==> config.mk <==
export PLATFORM = sky130hd
export DESIGN_NAME = modular_exponentiation_core
export DESIGN_NICKNAME = d
export VERILOG_FILES = /design/src/hdl/mexp_pkg.sv /design/src/hdl/modular_exponentiation_core.sv
export SDC_FILE = /design/constraint.sdc
export NUM_CORES = 1
export LEC_CHECK = 0
export BUFFER_PORTS_ARGS = -buffer_cell sky130_fd_sc_hd__buf_2
export CAP_MARGIN = 20
export CORE_ASPECT_RATIO = 2
export CORE_MARGIN = 2
export CORE_UTILIZATION = 30
export DETAILED_ROUTE_END_ITERATION = 10
export PLACE_DENSITY = 0.44
export SLEW_MARGIN = 20
export SYNTH_ARGS = -nofsm -noshare
export SYNTH_HDL_FRONTEND = slang
export SYNTH_SLANG_ARGS = --single-unit
==> constraint.sdc <==
create_clock -name clk -period 8.3 [get_ports clk]
set_clock_uncertainty 0.05 [all_clocks]
set_input_delay 1.245 -clock clk [delete_from_list [all_inputs] [get_ports clk]]
set_output_delay 1.245 -clock clk [all_outputs]
set_load 0.02 [all_outputs]
==> src/hdl/mexp_pkg.sv <==
// ----------------------------------------------------------------------------
// mexp_pkg
// Shared constants, types and the bit-serial modular step for the modular
// exponentiation core.
// ----------------------------------------------------------------------------
`default_nettype none

package mexp_pkg;

  localparam int WIDTH     = 32;
  localparam int TDATA_W   = ((WIDTH + 7) / 8) * 8;
  localparam int CNT_W     = $clog2(WIDTH);
  localparam int CFG_IDX_W = 8;

  localparam logic [CFG_IDX_W-1:0] REG_MODULUS  = CFG_IDX_W'(0);
  localparam logic [CFG_IDX_W-1:0] REG_EXPONENT = CFG_IDX_W'(1);

  typedef enum logic [2:0] {
    ST_IDLE,
    ST_REDUCE,
    ST_SQUARE,
    ST_MULT,
    ST_FINISH
  } state_t;

  // acc = (2*acc + bit_in*a) mod m, with acc, a < m and m in 1 .. 2^WIDTH
  function automatic logic [WIDTH-1:0] mod_step(input logic [WIDTH-1:0] acc,
                                                input logic [WIDTH-1:0] a,
                                                input logic             bit_in,
                                                input logic [WIDTH:0]   m);
    logic [WIDTH+1:0] s;
    logic [WIDTH+1:0] m1;
    logic [WIDTH+1:0] m2;
    logic [WIDTH+1:0] d;
    s  = {1'b0, acc, 1'b0} + (bit_in ? {2'b00, a} : '0);
    m1 = {1'b0, m};
    m2 = {m, 1'b0};
    if (s >= m2) begin
      d = s - m2;
    end else if (s >= m1) begin
      d = s - m1;
    end else begin
      d = s;
    end
    return d[WIDTH-1:0];
  endfunction

endpackage

`default_nettype wire

==> src/hdl/modular_exponentiation_core.sv <==
// ----------------------------------------------------------------------------
// modular_exponentiation_core
// base^exponent mod modulus by left-to-right square-and-multiply, each
// modular product formed one multiplier bit per cycle.
// ----------------------------------------------------------------------------
//  channel   direction  tdata / data (low bit up)   handshake
//  s_axis    in         base                        s_axis_tvalid/tready
//  m_axis    out        result                      m_axis_tvalid/tready
//  cfg       in         cfg_index, cfg_data         cfg_valid/cfg_ready
//
//  One word takes a base reduction, then WIDTH squarings plus one multiply
//  per set exponent bit, each in the shared bit-serial multiplier; a zero
//  exponent or zero base goes straight to the finish state.
//  rst is synchronous; modulus resets to 1, exponent to 0.
//  A finished result waits in the output register while the next word is taken.
// ----------------------------------------------------------------------------
`default_nettype none

module modular_exponentiation_core (
  input  wire                                  clk,
  input  wire                                  rst,
  input  wire                                  s_axis_tvalid,
  output logic                                 s_axis_tready,
  input  wire  [mexp_pkg::TDATA_W-1:0]         s_axis_tdata,   // base
  output logic                                 m_axis_tvalid,
  input  wire                                  m_axis_tready,
  output logic [mexp_pkg::TDATA_W-1:0]         m_axis_tdata,   // result
  input  wire                                  cfg_valid,
  output logic                                 cfg_ready,
  input  wire  [mexp_pkg::CFG_IDX_W-1:0]       cfg_index,
  input  wire  [mexp_pkg::WIDTH-1:0]           cfg_data
);

  localparam int W = mexp_pkg::WIDTH;

  mexp_pkg::state_t state, state_next;

  logic [W-1:0]                modulus;
  logic [W-1:0]                exponent;
  logic [W:0]                  mod_ext;
  logic [W-1:0]                exp_sh;
  logic [W-1:0]                mpl;
  logic [W-1:0]                a_op;
  logic [W-1:0]                acc;
  logic [W-1:0]                rval;
  logic [W-1:0]                bval;
  logic [mexp_pkg::CNT_W-1:0]  cnt;
  logic [mexp_pkg::CNT_W-1:0]  ecnt;
  logic [W-1:0]                result;

  logic         in_acc;
  logic         load_out;
  logic         mul_last;
  logic         exp_last;
  logic [W-1:0] acc_next;
  logic [W-1:0] base;
  logic [W-1:0] one_mod;

  assign base      = s_axis_tdata[W-1:0];
  assign one_mod   = {{(W-1){1'b0}}, (modulus != {{(W-1){1'b0}}, 1'b1})};
  assign in_acc    = s_axis_tvalid && s_axis_tready;
  assign mul_last  = (cnt == mexp_pkg::CNT_W'(W - 1));
  assign exp_last  = (ecnt == mexp_pkg::CNT_W'(W - 1));
  assign acc_next  = mexp_pkg::mod_step(acc, a_op, mpl[W-1], mod_ext);
  assign cfg_ready = 1'b1;
  assign m_axis_tdata = mexp_pkg::TDATA_W'(result);

  // next state
  always_comb begin
    state_next = state;
    unique case (state)
      mexp_pkg::ST_IDLE: begin
        if (in_acc) begin
          if (exponent == '0 || base == '0) begin
            state_next = mexp_pkg::ST_FINISH;
          end else begin
            state_next = mexp_pkg::ST_REDUCE;
          end
        end
      end
      mexp_pkg::ST_REDUCE: begin
        if (mul_last) state_next = mexp_pkg::ST_SQUARE;
      end
      mexp_pkg::ST_SQUARE: begin
        if (mul_last) begin
          priority if (exp_sh[W-1]) state_next = mexp_pkg::ST_MULT;
          else if (exp_last)        state_next = mexp_pkg::ST_FINISH;
          else                      state_next = mexp_pkg::ST_SQUARE;
        end
      end
      mexp_pkg::ST_MULT: begin
        if (mul_last) begin
          if (exp_last) state_next = mexp_pkg::ST_FINISH;
          else          state_next = mexp_pkg::ST_SQUARE;
        end
      end
      mexp_pkg::ST_FINISH: begin
        if (load_out) state_next = mexp_pkg::ST_IDLE;
      end
      default: state_next = mexp_pkg::ST_IDLE;
    endcase
  end

  // outputs
  always_comb begin
    s_axis_tready = (state == mexp_pkg::ST_IDLE);
    load_out      = (state == mexp_pkg::ST_FINISH) && (!m_axis_tvalid || m_axis_tready);
  end

  always_ff @(posedge clk) begin
    if (rst) begin
      state         <= mexp_pkg::ST_IDLE;
      m_axis_tvalid <= 1'b0;
      modulus       <= {{(W-1){1'b0}}, 1'b1};
      exponent      <= '0;
    end else begin
      state <= state_next;
      if (load_out) begin
        m_axis_tvalid <= 1'b1;
      end else if (m_axis_tready) begin
        m_axis_tvalid <= 1'b0;
      end
      if (cfg_valid && cfg_ready) begin
        if (cfg_index == mexp_pkg::REG_MODULUS)  modulus  <= cfg_data;
        if (cfg_index == mexp_pkg::REG_EXPONENT) exponent <= cfg_data;
      end
    end
  end

  // datapath
  always_ff @(posedge clk) begin
    if (load_out) result <= rval;
    unique case (state)
      mexp_pkg::ST_IDLE: begin
        mod_ext <= {(modulus == '0), modulus};
        exp_sh  <= exponent;
        acc     <= '0;
        cnt     <= '0;
        ecnt    <= '0;
        a_op    <= one_mod;
        mpl     <= base;
        if (exponent == '0) begin
          rval <= {{(W-1){1'b0}}, 1'b1};
        end else begin
          rval <= '0;
        end
      end
      mexp_pkg::ST_REDUCE, mexp_pkg::ST_SQUARE, mexp_pkg::ST_MULT: begin
        if (!mul_last) begin
          acc <= acc_next;
          mpl <= {mpl[W-2:0], 1'b0};
          cnt <= cnt + 1'b1;
        end else begin
          acc <= '0;
          cnt <= '0;
          if (state == mexp_pkg::ST_REDUCE) begin
            bval <= acc_next;
            rval <= one_mod;
            a_op <= one_mod;
            mpl  <= one_mod;
          end else begin
            rval <= acc_next;
            a_op <= acc_next;
            if (state == mexp_pkg::ST_SQUARE && exp_sh[W-1]) begin
              mpl <= bval;
            end else begin
              mpl    <= acc_next;
              exp_sh <= {exp_sh[W-2:0], 1'b0};
              ecnt   <= ecnt + 1'b1;
            end
          end
        end
      end
      mexp_pkg::ST_FINISH: begin
      end
      default: begin
      end
    endcase
  end

endmodule

`default_nettype wire

* Word level (Yosys, flattened, before mapping) *
Index checks and enable logic that the tools add are counted.

operators by class
  add/subtract/negate cells = 5
  mux-type cells = 35
  equality and inequality tests = 16
  reduce and logical (&&, ||, !) cells = 20
  order comparisons = 2

operator list
  cell                                                                       number
  32-bit two-way mux                                                         12
  32-bit one-hot mux with 2 select lines                                     5
  32-bit logical NOT                                                         3
  32-bit subtractor                                                          2
  33-bit by 32-bit adder with 34-bit output                                  1
  34-bit by 33-bit greater-or-equal comparator with 1-bit output             1
  34-bit greater-or-equal comparator                                         1
  32-bit by 1-bit inequality test with 1-bit output (second input constant)  1
  3-bit two-way mux                                                          8
  5-bit two-way mux                                                          4
  5-bit one-hot mux with 2 select lines                                      2
  3-bit one-hot mux with 5 select lines                                      1
  2-bit inequality test (second input constant)                              7
  5-bit by 1-bit adder with 5-bit output (second input constant)             2
  5-bit equality test (second input constant)                                2
  8-bit by 1-bit equality test with 1-bit output (second input constant)     1
  8-bit logical NOT                                                          1
  3-bit by 2-bit equality test with 1-bit output (second input constant)     2
  2-bit AND reduction                                                        3
  5-bit AND reduction                                                        1
  4-bit AND reduction                                                        1
  2-bit nonzero test                                                         2
  3-bit by 1-bit equality test with 1-bit output (second input constant)     1
  3-bit equality test (second input constant)                                1
  8 further kinds                                                            13

storage, ports and cells
  register bits after elaboration = 335
  bits of input ports = 77
  output and inout port bits = 35
  logic and storage cells = 92

* Logic depth before layout (Yosys ltp) *
  depth in word-level cells = 9
  depth in mapped cells = 25
  mapped depth without buffers = 22

* Worst setup path before layout *
OpenSTA, ideal clock, no wires.

  kind = register to register
  from = register mpl[31]
  to = register mpl[8], data pin
  clock period less this slack = 5011 ps
  buffers on the path = 4
  required time = 7981 ps
  setup time = 269 ps
  path slack = 3289 ps
  stages on the path, launching flop included = 24
  arrival time = 4692 ps
  cell sequence = edfxtp_1 -> clkbuf_1 -> and2_1 -> ha_1 -> buf_2 -> o21a_1 -> o211ai_1 -> o311a_1 -> a21o_2 -> o21ai_0 -> nand4_1 -> o211ai_1 -> ha_1 -> and4_1 -> and3_1 -> nand2_1 -> nor4bb_1 -> a21oi_2 -> a211o_1 -> buf_4 -> buf_6 -> o211ai_1 -> a21boi_1 -> o21ai_0

between the ends
  cells in the longest elaborated chain, start to end = 9
  elaborated cells on any way between the ends = 12
  those cells by class = add/sub (3); order compare (2); mux (7)

RTL lines
  what                                                                                                        line                                source
  from (decl)                                                                                                 modular_exponentiation_core.sv:42   logic [W-1:0] mpl;
  from (signal assigned)                                                                                      modular_exponentiation_core.sv:141  mpl <= base;
  from (signal assigned)                                                                                      modular_exponentiation_core.sv:151  mpl <= {mpl[W-2:0], 1'b0};
  from (signal assigned)                                                                                      modular_exponentiation_core.sv:160  mpl <= one_mod;
  32-bit two-way mux *                                                                                        mexp_pkg.sv:35                      s = {1'b0, acc, 1'b0} + (bit_in ? {2'b00, a} : '0);
  33-bit by 32-bit adder with 34-bit output *                                                                 mexp_pkg.sv:35
  32-bit subtractor / 34-bit by 33-bit greater-or-equal comparator with 1-bit output (equally long branches)  mexp_pkg.sv:41, mexp_pkg.sv:40
  32-bit two-way mux                                                                                          mexp_pkg.sv:40                      end else if (s >= m1) begin
  32-bit two-way mux *                                                                                        mexp_pkg.sv:38                      if (s >= m2) begin
  32-bit two-way mux *                                                                                        modular_exponentiation_core.sv:164  if (state == mexp_pkg::ST_SQUARE && exp_sh[W-1]) begin
  32-bit two-way mux *                                                                                        modular_exponentiation_core.sv:156  if (state == mexp_pkg::ST_REDUCE) begin
  32-bit two-way mux *                                                                                        modular_exponentiation_core.sv:149  if (!mul_last) begin
  32-bit one-hot mux with 2 select lines *                                                                    modular_exponentiation_core.sv:133  unique case (state)

Every way passes the cells marked *; elsewhere a longest branch is shown, timed or not.
A chain may end at the register's enable or synchronous reset.

* Final worst setup path *
  from = register mpl[31]
  to = register mpl[24], data pin

Same word-level chain as after synthesis.

==> summary.txt <==
Logic synthesis
  – Cell Area, Synth: 0.0175 mm²
  – Synth cell types: 80
  – Xor/xnor cell area share of the yosys netlist: 3.95%
  – Post-Synth Simple-Gate Area: 16.3%
  – Leading area contributor after synthesis: edfxtp_1
  – Syn Area/Cell: 9.90 µm²
  – Synth top cells by count: 236 x edfxtp_1, 221 x nand2_1, 172 x a21oi_1, 140 x nor2_1, 101 x ha_1
  – Synth Area in Compound Gates: 17.2%
  – Most instantiated library cell after synthesis: edfxtp_1
  – Top-area cell type share of the netlist area: 40.4%
  – Synth warn: 0
  – Ranking of synthesized cells by area: edfxtp_1 40%, dfxtp_1 7.8%, ha_1 7.2%, a21oi_1 4.9%, nand2_1 4.7%
  – Adder-cell share of the synthesized area: 7.55%
  – Cell count after synthesis: 1,772
  – Main combinational cell family by area after synthesis: compound AO/OA/AOI/OAI gates
  – Syn nets: 1,953
  – Top_reg_cell synth: edfxtp_1
  – FFs w/ async S/R, synth: 0%
  – #FFs+latches synth: 304
  – Mux cell area share after synthesis: 2.96%
  – Post-synth EDFFs: 236
  – Seq/Total Area, Yosys: 48.2%

Die
  – Rows: 125
  – Die area: 0.0605 mm²
  – Core region area: 0.0579 mm²
  – Starting Density: 30.3%
  – Chip Height: 346 µm
  – Die W: 175 µm
  – I/O pin count: 112

Cells and area
  – Ant. Diodes: 0
  – Share of cells above drive strength 1: 13.1%
  – Nets: 2,032
  – Final instance area: 0.0198 mm²
  – Area Growth Syn to Fin: 13.0%

Power and ir drop
  – Gate power share: 34.9%
  – Leakage: 7.80 nW
  – Sw Pwr: 0.00172 W
  – Peak VDD IR: 0.169 mV
  – Pwr Density: 241 mW/mm²
  – Int Power: 0.00306 W
  – Total Power: 0.00478 W
  – Switching share of power: 36.0%
  – Clock power frac: 27.3%
  – Seq pwr share: 37.8%

Placement
  – Post-DP HPWL: 44.5 mm
  – Post-DP Area: 0.0189 mm²
  – Global placement routability congestion: 0.896
  – DP Worst Slack: 0.824 ns
  – Port Buf Inserts: 110

STA
  – Min Clock Period, post-route: 7.30 ns
  – Final count of hold timing violations: 0
  – Final TNS setup: 0 ns
  – Max-slew headroom: 29.2%
  – Final worst slack: 0.997 ns
  – Max Fclk: 137 MHz
  – Fin. max-slew vios: 0
  – Fin crit share: 88.0%
  – Final setup fails: 0
  – Worst Hold Margin: 0.405 ns
  – Worst-Margin Slew: 1.06 ns
  – RSZ-0062 raised after global routing: no

Setup path
  – R2R depth: 20
  – CP Class: flop to flop
  – CP Capture Type: flop
  – Setup slack, reg-to-reg: 1.0 ns
  – WP data arrival: 7.56 ns
  – Startpoint class of the critical path: flop
  – Critical-path top delay cell: edfxtp_1
  – Worst path max stage delay: 0.84 ns
  – CP Cell Sequence: and2_1 -> ha_1 -> inv_1 -> fa_1 -> nand2b_1 -> a21oi_1 -> o221ai_1 -> a21o_2 -> o21ai_0 -> xor2_1 -> ha_1 -> and4_1 -> and3_1 -> nand2_1 -> nor4bb_1 -> a21oi_2 -> a211oi_4 -> a31oi_1 -> o31ai_1 -> o21ai_0
  – Worst path required time: 8.56 ns
  – CP Max Fanout: 25

Global route
  – Aggregate global-route resource usage: 18.2%
  – Vias in the first global route: 14,051
  – First-pass GRT wire length: 84.9 mm
  – Largest net degree at the start of global routing: 69
  – Initial antenna violation count: 0
  – Grt total ovfl: 0

Routing
  – Routed wire per std cell: 21.1 µm
  – Wire length on met1: 20.5 mm
  – Violation count after the first detailed-route iteration: 828
  – Via count: 13,625
  – Total routed wirelength: 55.7 mm
  – Residual DRC: 0
  – Vias/cell: 5.17
  – Post-route ant nets: 0
  – First-pass DRT Iterations: 5
  – WL met2: 32.2 mm
  – Routed wl met3: 1.40 mm
  – Highest metal used: met4

Clock network
  – Post-cts resize count: 0
  – CTS H-tree lvls: 1
  – Clock transition at path regs: 0.07 ns
  – Clk Latency, worst-skew pair: 0.60 ns
  – CTS sink cnt: 304
  – Setup bufs post-CTS: 0
  – Hold buffers post-CTS: 0
  – CTS buffer count: 29
  – Clock root buffer: clkbuf_16
  – CTS max path bufs: 3
  – CTS tree: built

Hold path
  – Class of the worst hold path: flop to flop
  – Hold depth: 0

Run status
  – Status: finished clean

Run
  – Max_cap viols: 0
==> per-layer routing <==
layer  global-route usage (%)  vias to the layer above
li1                         -                     6656
met3                     1.50                       61
met1                     19.1                     6625
met5                        0                        -
met4                     5.80                        0
met2                     37.3                      283
==> critical path: cells and delay by family (launching register included) <==
kind            cells  cell delay [ns]
compound gates      9             3.14
simple gates        6             1.50
fa+ha+maj           3             0.96
flops               1             0.84
xor+xnor            1             0.41
buf+inv             1             0.06
==> layout make-up <==
| cell class | count | area [µm²] |
|---|---|---|
| Fill cell | 6007 | 38100 |
| Multi-Input combinational cell | 1297 | 8460 |
| Sequential cell | 304 | 8450 |
| Tap cell | 762 | 953 |
| Clock buffer | 41 | 791 |
| Timing Repair Buffer | 129 | 718 |
| Inverter | 90 | 338 |
| Clock inverter | 13 | 110 |
==> state kept, by name (all words and copies together) (netlist names), 32 cells and up <==
signal and flops:
a_op 32, acc 32, bval 32, exp_sh 32, exponent 32, m_axis_tdata 32
mod_ext 33, modulus 32, mpl 32
==> placed cells by master, fill, tap and decap left out, types with 5 or more instances in the layout <==
cell       netlist  final
inv_1           90     89
o21bai_1         6      6
xor2_1          28     28
o21ai_0         69     68
nand2b_1        16     16
clkbuf_1        63     10
a21oi_2          5      5
nor3_1          15     13
buf_2           10    110
dfxtp_1         68     68
mux2_2          35     35
o211ai_1        16     16
xnor2_1         51     51
nor2b_1         13     13
clkbuf_16        0     29
nor2_1         140    137
o21ai_1         22     22
and2_1          40     40
or2_2            5      5
nand2_1        221    220
buf_4            6     17
nor3b_1         31     31
nand3b_1         5      5
edfxtp_1       236    236
nand3_1         26     25
a211oi_1        15     15
o21a_1          14     14
and3_1          18     17
a31oi_1         16     16
ha_1           101    101
o31ai_1         11     11
nor4_1          28     28
a21o_1          37     37
nand4_1         22     22
mux2i_1         11     11
a21oi_1        172    172
clkinv_2         0      8
a221oi_1        32     32
==> path summary, 6_finish.rpt <==
path                       to  startpoint
max                   mpl[24]     mpl[31]
min          m_axis_tdata[21]    a_op[21]
max reg2reg           mpl[24]     mpl[31]
min reg2reg  m_axis_tdata[21]    a_op[21]
==> stage by stage <==
step / utilization, % / cells
after floorplan: - / 1772
after global placement: 32.7 / 2581
after detailed placement: 32.7 / 2581
after CTS: 34.2 / 2635
after global routing: 34.2 / 2636
final: 34.2 / 2636
==> kinds of logic (layout without fill, tap and decap cells) <==
logic type | Yosys count | in the layout
xor gates and xnor gates | 79 | 79
AOI/OAI and AO/OA | 470 | 470
buffers and inverters | 171 | 273
adders and majority gates | 104 | 104
other | 1 | 1
DFF | 304 | 304
and+or+nand+nor | 596 | 596
muxes | 47 | 47
==> power by group through the flow <==
stage / sequential, W / combinational, W / clock, W
after floorplan: 0.00183 / 0.00117 / 0
after global placement: 0.00184 / 0.00168 / 0
after detailed placement: 0.00184 / 0.00168 / 0
after CTS: 0.00181 / 0.00168 / 0.00134
after global routing: 0.00181 / 0.00184 / 0.00139
final: 0.00180 / 0.00167 / 0.00131
(Power assumes the default switching activity.)
